`src/hdl/cet_pkg.sv`:
```
// cet_pkg: shared types and constants of the 3x3 edge threshold block
// no dependencies; imported by every module under hdl but cet_ram
package cet_pkg;

  localparam int PIX_W = 8;
  localparam int CFG_W = 10;
  localparam int SUM_W = 10;   // three pixels summed, at most 765
  localparam int IDX_W = 2;

  typedef logic [PIX_W-1:0] pix_t;
  typedef logic [CFG_W-1:0] cfg_t;
  typedef logic [SUM_W-1:0] sum_t;
  typedef logic [IDX_W-1:0] idx_t;

  // configuration register indexes
  localparam idx_t REG_THRESHOLD = 2'd0;
  localparam idx_t REG_WIDTH     = 2'd1;
  localparam idx_t REG_HEIGHT    = 2'd2;

  localparam cfg_t THRESHOLD_RST = 10'd40;
  localparam cfg_t WIDTH_RST     = 10'd512;
  localparam cfg_t HEIGHT_RST    = 10'd512;

  localparam pix_t WHITE = 8'd255;
  localparam pix_t BLACK = 8'd0;

  // per-word control carried from the position stage to the kernel stage
  typedef struct packed {
    pix_t pix;        // incoming pixel, zero on flush or drain rows
    logic first_col;  // window restarts at column zero
    logic up_ok;      // upper row store holds a frame row
    logic mid_ok;     // middle row store holds a frame row
    logic valid;      // this word completes a window inside the frame
    logic last;       // last result of the frame
  } item_t;

endpackage

```
`src/hdl/cet_position.sv`:
```
// cet_position: column and row counters, frame size clamping, per-word control
// depends on cet_pkg
module cet_position #(
  parameter int MAX_WIDTH  = 512,
  parameter int MAX_HEIGHT = 512
) (
  input  logic                         clk,
  input  logic                         rst,
  input  logic                         accept,
  input  cet_pkg::pix_t                pixel_in,
  input  logic                         flush,
  input  cet_pkg::cfg_t                image_width,
  input  cet_pkg::cfg_t                image_height,
  output logic [$clog2(MAX_WIDTH)-1:0] addr,
  output cet_pkg::item_t               item
);
  import cet_pkg::*;

  localparam int XW = $clog2(MAX_WIDTH);
  localparam int WW = $clog2(MAX_WIDTH + 1);
  localparam int YW = $clog2(MAX_HEIGHT + 2);

  logic [XW-1:0] col_count, col_count_next, x;
  logic [YW-1:0] row_count, row_count_next, y;
  logic [WW-1:0] w_lim;
  logic [YW-1:0] h_lim, h_end;
  logic          restart, last;

  always_comb begin
    if (image_width < CFG_W'(2)) begin
      w_lim = WW'(2);
    end else if (32'(image_width) > MAX_WIDTH) begin
      w_lim = WW'(MAX_WIDTH);
    end else begin
      w_lim = WW'(image_width);
    end
    if (image_height == '0) begin
      h_lim = YW'(1);
    end else if (32'(image_height) > MAX_HEIGHT) begin
      h_lim = YW'(MAX_HEIGHT);
    end else begin
      h_lim = YW'(image_height);
    end
    h_end = h_lim + YW'(1);

    // stale position after a size change starts a fresh frame
    restart = (32'(col_count) >= 32'(w_lim)) || (row_count > h_end) ||
              ((row_count == h_end) && (col_count != '0));
    x = restart ? '0 : col_count;
    y = restart ? '0 : row_count;
    last = (x == '0) && (y == h_end);

    item.pix       = (flush || (y >= h_lim)) ? BLACK : pixel_in;
    item.first_col = (x == '0);
    item.up_ok     = (y >= YW'(2));
    item.mid_ok    = (y >= YW'(1));
    item.valid     = (x == '0) ? (y >= YW'(2)) : ((y >= YW'(1)) && (y <= h_lim));
    item.last      = last;

    if (last) begin
      col_count_next = '0;
      row_count_next = '0;
    end else if (32'(x) + 32'd1 >= 32'(w_lim)) begin
      col_count_next = '0;
      row_count_next = y + YW'(1);
    end else begin
      col_count_next = x + XW'(1);
      row_count_next = y;
    end
    addr = x;
  end

  always_ff @(posedge clk) begin
    if (rst) begin
      col_count <= '0;
      row_count <= '0;
    end else if (accept) begin
      col_count <= col_count_next;
      row_count <= row_count_next;
    end
  end

endmodule

```
`config.mk`:
```
export PLATFORM = sky130hd
export DESIGN_NAME = cet_position
export DESIGN_NICKNAME = d
export VERILOG_FILES = /design/src/hdl/cet_pkg.sv /design/src/hdl/cet_position.sv
export SDC_FILE = /design/constraint.sdc
export NUM_CORES = 1
export LEC_CHECK = 0
export BUFFER_PORTS_ARGS = -buffer_cell sky130_fd_sc_hd__clkbuf_2
export CORE_MARGIN = 2
export CORE_UTILIZATION = 60
export CTS_CLUSTER_DIAMETER = 80
export CTS_CLUSTER_SIZE = 16
export DETAILED_ROUTE_END_ITERATION = 8
export PLACE_DENSITY = 0.9
export SYNTH_ARGS = -nofsm -noshare
export SYNTH_HDL_FRONTEND = slang
export SYNTH_SLANG_ARGS = --single-unit
```
`constraint.sdc`:
```
create_clock -name clk -period 15.7 [get_ports clk]
set_input_delay 0 -clock clk [delete_from_list [all_inputs] [get_ports clk]]
set_output_delay 0 -clock clk [all_outputs]
set_load 0.05 [all_outputs]
```
==> results.json <==
{
  "dr.pass1.iters": 5,
  "end_kind": "register",
  "total_power_uw": 152,
  "utilization": 0.674,
  "status": "complete, no violations",
  "finalSetupViolCount": 0,
  "postRouteAntennaNets": 0,
  "syn_area_um2": 3190,
  "cts_setup_buffers": 0,
  "synth-async-reset-ratio": 0,
  "ys_seq_elements": 19,
  "p_leak_nw": 1.56,
  "remaining_drc_errors": 0,
  "initial_utilization": 0.624,
  "numCtsBuffers": 3,
  "syn_nets": 487,
  "htree_levels": 1,
  "clock.fmax_mhz": 152,
  "drt_iter0_drc": 390,
  "final_common_cell": "clkbuf_2",
  "portBuffers": 53,
  "core_region_area_um2": 5110,
  "grt_busiest_layer": "met2",
  "path_max_fanout": 30,
  "crit_slowest_cell": "or4_2",
  "clkTransAtPathRegs_ns": 0.07,
  "cts_max_path_buffers": 2,
  "critical_path.max_stage_delay_ns": 0.68,
  "avgSynthCellArea_um2": 7.79,
  "routed-via-count": 3550,
  "grt_pass1_wl_um": 15600,
  "cts_tree": "built",
  "path_class": "in2reg",
  "routedWlPerCell_um": 18.5,
  "antennaDiodeCount": 0,
  "final_cell_mix": "clkbuf_2, ha_1, nor2_1, nand2_1, and2_1",
  "dpl_cell_area_um2": 3400,
  "cp-start-kind": "primary input",
  "cp_common_cell": "nor2_1",
  "dp_hpwl_um": 7340,
  "dieArea_um2": 5910,
  "cts.sinks": 19,
  "ir_drop_v": 0.0000311,
  "grt_setup_unrepaired": "false",
  "period_needed_ns": 6.58,
  "crit_required_ns": 15.90,
  "fin_nets": 527,
  "grt_usage": 0.320,
  "antenna_found_initial": 0,
  "fin_skew_ns": 0.00225,
  "synth_edf_count": 0,
  "grt.overflow.total": 0,
  "fin_crit_sh": 0.419,
  "grt_max_degree": 31,
  "grtUsageMet3": 0.0353,
  "num_io_pins": 54,
  "postCtsHoldBufs": 0,
  "max_cap_viol_count": 0,
  "globalplace.congestion": 0.982,
  "layout.cells.non_filler": 518,
  "areaGrowthSynthToFinish_pct": 8.09,
  "slew_viol_final": 0,
  "avgViaCountPerCell": 6.85,
  "synth.area.top_cells": "ha_1, dfxtp_1, and2_1",
  "final_hold_viol_count": 0,
  "yosysWarningCount": 0,
  "die_h_um": 76.9,
  "grt_util_met2": 0.541,
  "p_per_area_nw_per_um2": 44.3,
  "hp-class": "in2reg",
  "ys_types": 73,
  "synth_largest_area_cell": "ha_1",
  "routed_wl_um": 9560,
  "root_buffer": "clkbuf_8",
  "use_met1": 0.402,
  "ys.flop_type": "dfxtp_1",
  "placed_cells": 514,
  "synth_top_area_frac": 0.181,
  "cts_resized": 0,
  "worstSkewPairLatency_ns": 0.26,
  "ys_seq_area_frac": 0.119,
  "critPathArrivalTime_ns": 6.78,
  "fin_tns_setup_ns": 0,
  "fin_area_um2": 3440,
  "maxSlewHeadroom": 0.189,
  "tightest_slew_ns": 1.21,
  "die_w_um": 76.9,
  "grt_pass1_vias": 3338,
  "rows": 26,
  "drive_gt1_frac": 0.181,
  "syn_inst": 409
}
## logic make-up after synthesis
group	count (synthesis)	share of synthesized area
simple gates	197	0.350
xor+xnor	16	0.0534
compound gates	89	0.212
flops	19	0.119
buf+inv	37	0.0663
fa+ha+maj	46	0.181
mux	5	0.0181
## cell type report
class / count / area [um^2]
fill: 443 / 1660
inverter: 19 / 71.3
sequential: 19 / 380
clock buffer: 4 / 45.0
timing repair buffer: 53 / 265
multi-input combinational: 353 / 2590
tap: 70 / 87.6
## synth_stat cells (3+ instances only)
library cell / number
o2111ai_1: 3
nand2_1: 31
xor2_1: 5
a31oi_1: 3
nor2b_1: 7
nor3b_1: 3
o21ai_0: 14
o31ai_1: 4
ha_1: 46
or3_1: 3
and3_1: 7
and2_1: 28
dfxtp_1: 19
nand4_1: 13
nor4_1: 9
or4_1: 6
a32o_1: 10
a21o_1: 7
buf_6: 4
clkbuf_8: 3
o311ai_0: 3
o211ai_1: 4
or2_2: 5
nor3_1: 10
a21oi_1: 11
xnor2_1: 9
clkbuf_1: 7
buf_4: 3
nor2_1: 32
inv_1: 18
o21a_1: 6
nand2b_1: 7
nand3_1: 21
## worst max-delay path: cells and delay by family
family                   cells  cell delay [ns]
AO/OA/AOI/OAI                7             2.02
XOR/XNOR                     1             0.24
adder cells (fa/ha/maj)      4             1.20
buffers and inverters        2             0.30
multiplexers                 1             0.35
AND/OR/NAND/NOR             11             2.69
## where the power goes
part           switching (mW)  internal [mW]  total, mW
combinational          0.0439         0.0225     0.0665
sequential            0.00111         0.0489     0.0500
clock                  0.0178         0.0181     0.0360
## metrics by stage
stage	hold slack [ns]	worst slack, ns
after global placement	0.390	9.27
after global routing	0.140	8.63
after CTS	0.122	9.30
after detailed placement	0.403	9.04
final	0.135	9.12
after floorplan	0.224	9.58
## state kept, by name, indices dropped and copies added, names as in the netlist
register,count
col_count,9
row_count,10
## per-layer routing
layer | up-vias | part of all wire
met5 | - | 0
met1 | 1647 | 0.40
met2 | 233 | 0.47
li1 | 1616 | -
met4 | 0 | 0.042
met3 | 54 | 0.096
## final timing paths
kind	startpoint	endpoint	slack (ns)	depth (start not counted)
min	rst	row_count[2]	0.14	2
min reg2reg	col_count[0]	col_count[0]	0.57	1
max reg2reg	row_count[5]	col_count[7]	10.40	18
max	image_height[3]	col_count[7]	9.12	26
(Power assumes the default switching activity.)
