===== src/hdl/cet_pkg.sv =====
// cet_pkg: shared types and constants of the 3x3 edge threshold block
// no dependencies; imported by every module under hdl but cet_ram
package cet_pkg;

  localparam int PIX_W = 8;
  localparam int CFG_W = 10;
  localparam int SUM_W = 10;   // three pixels summed, at most 765
  localparam int IDX_W = 2;

  typedef logic [PIX_W-1:0] pix_t;
  typedef logic [CFG_W-1:0] cfg_t;
  typedef logic [SUM_W-1:0] sum_t;
  typedef logic [IDX_W-1:0] idx_t;

  // configuration register indexes
  localparam idx_t REG_THRESHOLD = 2'd0;
  localparam idx_t REG_WIDTH     = 2'd1;
  localparam idx_t REG_HEIGHT    = 2'd2;

  localparam cfg_t THRESHOLD_RST = 10'd40;
  localparam cfg_t WIDTH_RST     = 10'd512;
  localparam cfg_t HEIGHT_RST    = 10'd512;

  localparam pix_t WHITE = 8'd255;
  localparam pix_t BLACK = 8'd0;

  // per-word control carried from the position stage to the kernel stage
  typedef struct packed {
    pix_t pix;        // incoming pixel, zero on flush or drain rows
    logic first_col;  // window restarts at column zero
    logic up_ok;      // upper row store holds a frame row
    logic mid_ok;     // middle row store holds a frame row
    logic valid;      // this word completes a window inside the frame
    logic last;       // last result of the frame
  } item_t;

endpackage


===== src/hdl/cet_kernel.sv =====
// cet_kernel: 3x3 window held as two column sums, gradient and threshold
// depends on cet_pkg
module cet_kernel (
  input  logic           clk,
  input  logic           rst,
  input  logic           advance,
  input  cet_pkg::item_t item,
  input  cet_pkg::pix_t  rd_upper,
  input  cet_pkg::pix_t  rd_middle,
  input  cet_pkg::cfg_t  threshold,
  output cet_pkg::pix_t  wr_upper,
  output cet_pkg::pix_t  wr_middle,
  output cet_pkg::pix_t  edge_pixel
);
  import cet_pkg::*;

  // only the two older window columns are kept, each as a sum of three rows
  sum_t sum_left, sum_right;
  pix_t up, mid;
  sum_t col_new, right, diff;

  always_comb begin
    up      = item.up_ok ? rd_upper : BLACK;
    mid     = item.mid_ok ? rd_middle : BLACK;
    col_new = SUM_W'(up) + SUM_W'(mid) + SUM_W'(item.pix);
    // at column zero the right neighbor lies outside the frame
    right   = item.first_col ? '0 : col_new;
    diff    = (sum_left >= right) ? (sum_left - right) : (right - sum_left);
    edge_pixel = (diff > threshold) ? WHITE : BLACK;
    wr_upper  = mid;
    wr_middle = item.pix;
  end

  always_ff @(posedge clk) begin
    if (rst) begin
      sum_left  <= '0;
      sum_right <= '0;
    end else if (advance) begin
      sum_left  <= item.first_col ? '0 : sum_right;
      sum_right <= col_new;
    end
  end

endmodule


===== config.mk =====
export PLATFORM = sky130hd
export DESIGN_NAME = cet_kernel
export DESIGN_NICKNAME = d
export VERILOG_FILES = /design/src/hdl/cet_pkg.sv /design/src/hdl/cet_kernel.sv
export SDC_FILE = /design/constraint.sdc
export NUM_CORES = 1
export LEC_CHECK = 0
export BUFFER_PORTS_ARGS = -buffer_cell sky130_fd_sc_hd__buf_2
export CORE_MARGIN = 2
export CORE_UTILIZATION = 49
export DETAILED_ROUTE_END_ITERATION = 7
export GPL_ROUTABILITY_DRIVEN = 0
export PLACE_DENSITY_LB_ADDON = 0.2
export SLEW_MARGIN = 40
export SYNTH_ARGS = -nofsm -noshare
export SYNTH_HDL_FRONTEND = slang
export SYNTH_SLANG_ARGS = --single-unit
export TNS_END_PERCENT = 1

===== constraint.sdc =====
create_clock -name clk -period 12.8 [get_ports clk]
set_clock_uncertainty 0.1 [all_clocks]
set_input_delay 3.84 -clock clk [delete_from_list [all_inputs] [get_ports clk]]
set_output_delay 3.84 -clock clk [all_outputs]
set_load 0.02 [all_outputs]

==> results.toml, run 1 <==
[drt]
first_iter_violations = 72
vias_per_cell = 5.030
wirelength_mm = 5.597
vias = 2349
wl_per_cell_microns = 11.99
ant_nets = 0
first_pass_iters = 4
drcViolationCount = 0

[power]
p_sw_uw = 235.4
p_total_uw = 563.6
clkPwrFrac_pct = 8.4
switching_share_pct = 41.77
intPower_uw = 328.2
p_comb_share_pct = 79.2
seq_power_share_pct = 12.4
powerDensity_nw_per_um2 = 164.4
p_leak_uw = 0.001750
vdd_ir_drop_max_uv = 181.9

[worst_setup_path]
path_buf_inv = 7
crit_path_start_kind = "input pin"
max_stage_delay_ns = 0.54
required_ns = 8.86
crit_slowest_cell = "fa_1"
path_class = "input pin to primary output"
cp.arrival_ns = 8.86
crit_fanout = 8
crit_path_frequent_cell = "a21o_1"
crit_family = "compound AO/OA/AOI/OAI gates"
worst_setup_path_end_kind = "primary output"

[clock_network]
cts_tree = "built"
hold_buffers = 0
cts_root_buf = "clkbuf_8"
cts_buffers = 3
cts_buffer_depth = 2
clkTransAtPathRegs_ns = 0.07
clock_latency_ns = 0.26
htree_levels = 1
cts_sinks = 20

[floorplanning]
rows = 26
start_util_pct = 51.43
coreArea_sq_um = 5172
die_width_microns = 77.68
io-pin-count = 66
fp.dieH_microns = 77.68
dieArea_sq_um = 6034

[global_routing]
grt_max_degree = 38
grt_pass1_wl_mm = 9.377
track_usage_pct = 18.35
antenna_found_initial = 0
met2_usage_pct = 35.69
overflow = 0
busiest_layer = "met2"
first_global_vias = 2294
grt_use_met3_pct = 0.6977
gr-usage-met1_pct = 21.48

[timing]
max_slew_margin_pct = 59.38
fin_tns_setup_ns = 0
rsz0062_at_grt = "true"
tightest_slew_ns = 0.6093
finalSetupViolCount = 0
hold_violations = 0
slew_violations = 0
setup_slack_ns = 0.003437
period_share_pct = 99.97
fmax_mhz = 78.15
min_period_ns = 12.80

[placed_design]
dp_hpwl_mm = 4.365
placed_cell_area_sq_um = 3070
place_ws_ns = -0.2731
port_buffers = 63

[layout]
areaGrowthSynthToFinish_pct = 28.83
fin_area_sq_um = 3427
nets = 487
antenna_cells = 0
drive_gt1_share_pct = 32.24
final_util_pct = 66.26

[worst_hold_path]
hp-class = "register to register"

[synth]
ys_warn_count = 0
ys_seq_area_share_pct = 15.05
syn_avg_cell_area_sq_um = 8.110
syn_nets = 417
synth-main-ff-cell = "dfxtp_1"
synth-edff-count = 0
syn-instance-count = 328
synth-seq-cells = 20
async_reset_ff_share_pct = 0
yosysUniqueCellTypes = 45
syn_area_sq_um = 2660

[run_status]
status = "finished, final reports clean"

[job]
max_cap_violations = 0
area by class of cell:
| cell class | instances | area, sq um |
|---|---|---|
| tap | 70 | 87.58 |
| multi-input combinational | 239 | 2043 |
| sequential | 20 | 400.4 |
| fill | 432 | 1745 |
| clock buffer | 4 | 55.05 |
| timing repair buffer | 92 | 683.2 |
| inverter | 42 | 157.7 |
state kept, by name, indices dropped and copies added, names as in the netlist:
signal / count
sum_left: 10
sum_right: 10
cells in the final DEF (no fill, tap or decap), types with 11 or more instances in the layout:
master / instances
nor2b_1: 16
nor2_1: 16
inv_1: 41
ha_1: 34
buf_4: 25
dfxtp_1: 20
xnor2_1: 11
buf_2: 51
nand2_1: 16
a21o_1: 12
a21oi_1: 14
mux2i_1: 13
nand2b_1: 12
final timing paths:
check	endpoint	from	depth (start not counted)	slack, ns
setup reg to reg	sum_left[1]	sum_left[1]	3	11.86
hold reg to reg	sum_left[9]	sum_left[9]	2	0.38
setup / recovery	edge_pixel[2]	item[2]	29	0.003
hold / removal	sum_left[9]	sum_left[9]	2	0.38
Yosys cell counts, types with 3 or more instances:
cell | n | area, sq um
inv_1 | 42 | 157.7
a21oi_1 | 18 | 90.09
o21bai_1 | 4 | 30.03
nand2_1 | 19 | 71.32
mux2i_1 | 13 | 130.1
fa_1 | 11 | 220.2
o21ai_0 | 7 | 35.03
xnor2_1 | 12 | 105.1
nand4_1 | 4 | 25.02
a21o_1 | 12 | 90.09
nor2_1 | 17 | 63.81
a211oi_1 | 3 | 22.52
and2_1 | 11 | 68.82
o22ai_1 | 10 | 62.56
buf_4 | 15 | 112.6
clkbuf_1 | 8 | 30.03
nor2b_1 | 17 | 106.4
ha_1 | 36 | 450.4
dfxtp_1 | 20 | 400.4
nand2b_1 | 12 | 75.07
tightest hold or removal path: stages, from the launching register on:
cell,delay (ns)
dfxtp_1,0.31
nand2b_1,0.06
a21oi_1,0.05
logic make-up after synthesis:
logic type / share of synthesized area [%]
fa+ha+maj: 25.21
mux: 5.315
xor+xnor: 4.280
compound gates: 18.39
simple gates: 19.24
buf+inv: 12.51
flops: 15.05
power by group through the flow:
stage,combinational (uW),clock [uW],sequential [uW]
floorplan,273,0,70.7
global placement,325,0,71.0
detailed placement,334,0,71.4
CTS,430,47.7,70.0
global route,483,50.4,70.5
finish,446,47.3,70.0
stage by stage:
step,instances,hold slack [ns]
6_report,467,0.3756
5_1_grt,467,0.4046
4_1_cts,463,0.3776
3_5_place_dp,454,0.3653
3_3_place_gp,454,0.3620
2_1_floorplan,328,0.3503
layer usage:
layer | wire length, microns | part of all wire [%] | vias to the layer above
met4 | 57 | 1.0 | 0
met5 | 0 | 0 | -
met1 | 2549 | 46 | 1053
met3 | 195 | 3.5 | 4
li1 | - | - | 1227
met2 | 2795 | 50 | 65
timing repair:
item / CTS / global route
cloned: 1 / 0
pin swaps: 22 / 22
buffers inserted: 5 / 5
gates resized for setup: 44 / 14
setup endpoints to repair: 8 / 8
No activity file was read; power rests on OpenSTA's default activity.
==> run 2, diff against run 1 <==
GPL_TIMING_DRIVEN = 1   (was not set)
SETUP_SLACK_MARGIN = 0.15   (was not set)
==> results.toml, run 2 (same netlist as run 1, synthesis figures left out) <==
[global_routing]
overflow = 0
track_usage_pct = 15.93
first_global_vias = 2067
antenna_found_initial = 0
grt_max_degree = 38
grt_pass1_wl_mm = 8.217

[floorplanning]
die_width_microns = 77.68
coreArea_sq_um = 5172
io-pin-count = 66
rows = 26
dieArea_sq_um = 6034
start_util_pct = 51.43
fp.dieH_microns = 77.68

[timing]
period_share_pct = 100.1
rsz0062_at_grt = "true"
max_slew_margin_pct = 60.55
min_period_ns = 12.81
hold_violations = 0
tightest_slew_ns = 0.5917
fmax_mhz = 78.04
finalSetupViolCount = 8
setup_slack_ns = -0.01410
slew_violations = 0

[power]
vdd_ir_drop_max_uv = 130.8
p_total_uw = 507.0
powerDensity_nw_per_um2 = 153.9
p_leak_uw = 0.001648

[worst_hold_path]
worstHoldPathCells = 2
hp-class = "register to register"
min_from = "sum_left[9]"
whs_endpoint = "sum_left[9]"

[clock_network]
cts_buffer_depth = 2
cts_sinks = 20
clkTransAtPathRegs_ns = 0.07
cts_root_buf = "clkbuf_8"
htree_levels = 1
cts_tree = "built"
clock_latency_ns = 0.26
hold_buffers = 0
cts_buffers = 3

[placed_design]
place_ws_ns = -0.04880
placed_cells = 445
dp_hpwl_mm = 3.988
port_buffers = 63

[layout]
final_cell_mix = "buf_2 (51), inv_1 (40), ha_1 (34)"
nets = 473
drive_gt1_share_pct = 30.81
antenna_cells = 0
areaGrowthSynthToFinish_pct = 23.85
instances_no_fill = 453
reg.largest.list = "sum_left (10), sum_right (10)"
final_common_cell = "buf_2"

[drt]
wl_per_cell_microns = 11.16
vias = 2277
route.met3.wl_microns = 218
first_iter_violations = 109
top_layer_used = "met4"
vias_per_cell = 5.026
drcViolationCount = 0
first_pass_iters = 4
wl_met1_mm = 2.368
wirelength_mm = 5.055
wl_met2_mm = 2.374
ant_nets = 0

[worst_setup_path]
required_ns = 8.86
worst_setup_path_end_kind = "primary output"
crit_fanout = 8
regToRegStartpoint = "sum_left[1]"
crit_path_start_kind = "input pin"
cp.arrival_ns = 8.87
path_class = "input pin to primary output"
reg2reg_depth = 3
r2r_slack_ns = 11.85
r2r_end = "sum_left[1]"

[job]
max_cap_violations = 0

[run_status]
status = "complete, but fails checks"
violations = "setup timing"
## run 2: cell count changes in the layout (fill, tap and decap cells not counted), sizes merged
cell,change
buf,-14
## run 2: metal layers
layer / up-vias / GRT usage, %
met3: 6 / 0.6977
met1: 1002 / 20.07
met5: - / 0
li1: 1203 / -
met2: 66 / 28.79
met4: 0 / 5.536
## run 2: area by class of cell
type / instances / area (sq um)
flip-flops and latches: 20 / 400.4
inverters: 42 / 165.2
multi-input cells: 239 / 2057
repair buffers: 78 / 529.3
fillers: 460 / 1878
well taps: 70 / 87.58
clock buffers: 4 / 55.05
## run 2: stage by stage
stage,utilization [%],hold slack (ns),instance area (sq um),setup TNS (ns)
after floorplan,-,0.3503,2740,0
after global placement,58.71,0.3645,3037,-0.1665
after detailed placement,58.71,0.3644,3037,-0.3765
after CTS,59.92,0.3788,3099,-0.1972
after global routing,63.69,0.4190,3294,-2.258
final,63.69,0.3760,3294,-0.1042
## run 2: worst max-delay path: stages
cell	delay (ns)
buf_4	0.13
buf_4	0.14
and2_1	0.15
fa_1	0.56
ha_4	0.23
a21o_1	0.19
a21oi_2	0.15
o21bai_1	0.09
a21oi_2	0.20
xnor2_2	0.15
nor2b_2	0.16
ha_1	0.24
a21o_1	0.18
a21o_1	0.16
a21o_1	0.19
a41oi_4	0.28
clkbuf_16	0.21
mux2i_1	0.21
xnor2_1	0.09
ha_1	0.29
nand4_1	0.12
nor2_2	0.18
o21ai_2	0.09
nand2_2	0.10
nor3_4	0.05
a31oi_4	0.33
buf_6	0.18
## run 2: worst max path at each step
stage,start,end,slack [ns]
after global placement,item[6],edge_pixel[7],-0.02
after global routing,item[6],edge_pixel[2],-0.28
final,item[2],edge_pixel[0],-0.01
after detailed placement,item[6],edge_pixel[7],-0.05
after CTS,item[6],edge_pixel[7],-0.03
after floorplan,item[6],edge_pixel[1],0.14
## run 2: repair_timing
action / 4_1_cts / 5_1_grt
endpoints found under the hold margin: 0 / 0
gates cloned: 0 / 1
setup buffers: 1 / 2
resized for setup: 0 / 38
setup endpoints to repair: 8 / 8
pin swaps: 1 / 14
## run 2: report_power, final
group          switching [uW]  leakage, uW  internal, uW
combinational             198      0.00146           192
clock                    20.2    0.0000288          27.4
sequential               2.50     0.000163          67.4
==> run 3, diff against run 2 <==
CORE_UTILIZATION = 55   (was 49)
clock period = 12.44 ns   (was 12.8 ns; I/O delays follow)
==> results.toml, run 3 (same netlist as run 1, synthesis figures left out) <==
[worst_setup_path]
path_buf_inv = 5
path_class = "input pin to primary output"
crit_slowest_cell = "fa_1"
max_stage_delay_ns = 0.52
crit_path_frequent_cell = "a21o_1"
worst_setup_path_end_kind = "primary output"
cp.arrival_ns = 8.80
crit_family = "compound AO/OA/AOI/OAI gates"
crit_fanout = 9
required_ns = 8.61
crit_path_start_kind = "input pin"

[run_status]
violations = "setup timing"
status = "complete, but fails checks"

[placed_design]
dp_hpwl_mm = 4.350
place_ws_ns = -0.1932
port_buffers = 63

[power]
clkPwrFrac_pct = 9.2
p_sw_uw = 210.8
p_comb_share_pct = 75.0
seq_power_share_pct = 15.8
switching_share_pct = 46.34
intPower_uw = 244.2
powerDensity_nw_per_um2 = 144.8
vdd_ir_drop_max_uv = 143.6
p_leak_uw = 0.001641

[global_routing]
grt_pass1_wl_mm = 8.928
track_usage_pct = 20.13
overflow = 0
first_global_vias = 2209
grt_max_degree = 38
antenna_found_initial = 0

[floorplanning]
fp.dieH_microns = 73.55
die_width_microns = 73.55
rows = 25
io-pin-count = 66
start_util_pct = 56.69
coreArea_sq_um = 4692
dieArea_sq_um = 5409

[clock_network]
cts_buffers = 3
clock_latency_ns = 0.26
cts_sinks = 20
cts_buffer_depth = 2
post-cts-setup-buffer-count = 0
cts_tree = "built"
htree_levels = 1
hold_buffers = 0
clkTransAtPathRegs_ns = 0.07
cts_root_buf = "clkbuf_8"

[timing]
tightest_slew_ns = 0.5992
min_period_ns = 12.63
hold_violations = 0
slew_violations = 0
setup_slack_ns = -0.1895
period_share_pct = 101.5
fmax_mhz = 79.18
max_slew_margin_pct = 60.06
finalSetupViolCount = 8
rsz0062_at_grt = "true"

[drt]
wl_per_cell_microns = 11.51
first_iter_violations = 78
ant_nets = 0
vias_per_cell = 5.302
first_pass_iters = 4
vias = 2338
drcViolationCount = 0
wirelength_mm = 5.074

[worst_hold_path]
hp-class = "register to register"

[layout]
areaGrowthSynthToFinish_pct = 18.11
reg.largest.list = "sum_left (10), sum_right (10)"
nets = 478
final_cell_mix = "buf_2 (63), inv_1 (41), ha_1 (35)"
final_util_pct = 66.96
final_common_cell = "buf_2"
drive_gt1_share_pct = 28.94
antenna_cells = 0

[job]
max_cap_violations = 0
[run 3: cell types whose count changed in the layout (fill, tap and decap cells not counted), moves of 2 or more]
cell     change
buf_4        +5
ha_4         -2
buf_2       +12
a21oi_2      -3
mux2i_2      -3
mux2i_1      +3
buf_6       -11
a21oi_1      +3
[run 3: timing repair]
item | CTS | global route
pin swaps | 0 | 1
cloned | 0 | 0
resized for setup | 1 | 2
setup endpoints to repair | 8 | 8
[run 3: per-stage QoR]
stage          hold WS [ns]  power [uW]  setup TNS, ns  cells  cell area, sq um
2_1_floorplan        0.3503       377.1              0    328              2740
3_3_place_gp         0.3626       402.0        -0.7445    438              3084
3_5_place_dp         0.3753       410.9         -1.538    438              3084
4_1_cts              0.3844       457.8         -1.437    441              3132
5_1_grt              0.4180       496.6         -3.944    441              3142
6_report             0.3784       455.0         -1.508    441              3142
[run 3: power groups by stage]
stage / Sequential (uW) / Combinational (uW) / Clock [uW]
2_1_floorplan: 72.8 / 304 / 0
3_3_place_gp: 73.1 / 329 / 0
3_5_place_dp: 73.4 / 337 / 0
4_1_cts: 72.0 / 343 / 42.9
5_1_grt: 72.7 / 379 / 44.8
6_report: 72.1 / 341 / 41.8
[run 3: area by class of cell]
type,instances,area [sq um]
Fill cell,398,1550
Sequential cell,20,400.4
Timing Repair Buffer,83,478.0
Inverter,42,165.2
Multi-Input combinational cell,239,1989
Clock buffer,3,41.29
Tap cell,54,67.56
[run 3: path summary, 6_finish.rpt]
path / from / cells past startpoint / end / slack (ns)
worst max-delay path: item[6] / 28 / edge_pixel[6] / -0.19
worst min register to register: sum_right[0] / 2 / sum_right[0] / 0.38
worst min-delay path: sum_right[0] / 2 / sum_right[0] / 0.38
worst max register to register: sum_left[1] / 3 / sum_left[1] / 11.49
[run 3: worst register-to-register path: stages, from the launching register on]
cell and delay (ns):
dfxtp_1 0.38, inv_1 0.12, o22ai_1 0.15, nor2b_1 0.13
[run 3: metal layers]
layer	GRT usage, %	wire length, microns	up-vias
met5	0	0	-
met4	8.081	138	0
met1	23.25	2238	1035
met2	37.70	2485	72
li1	-	-	1217
met3	1.646	212	14
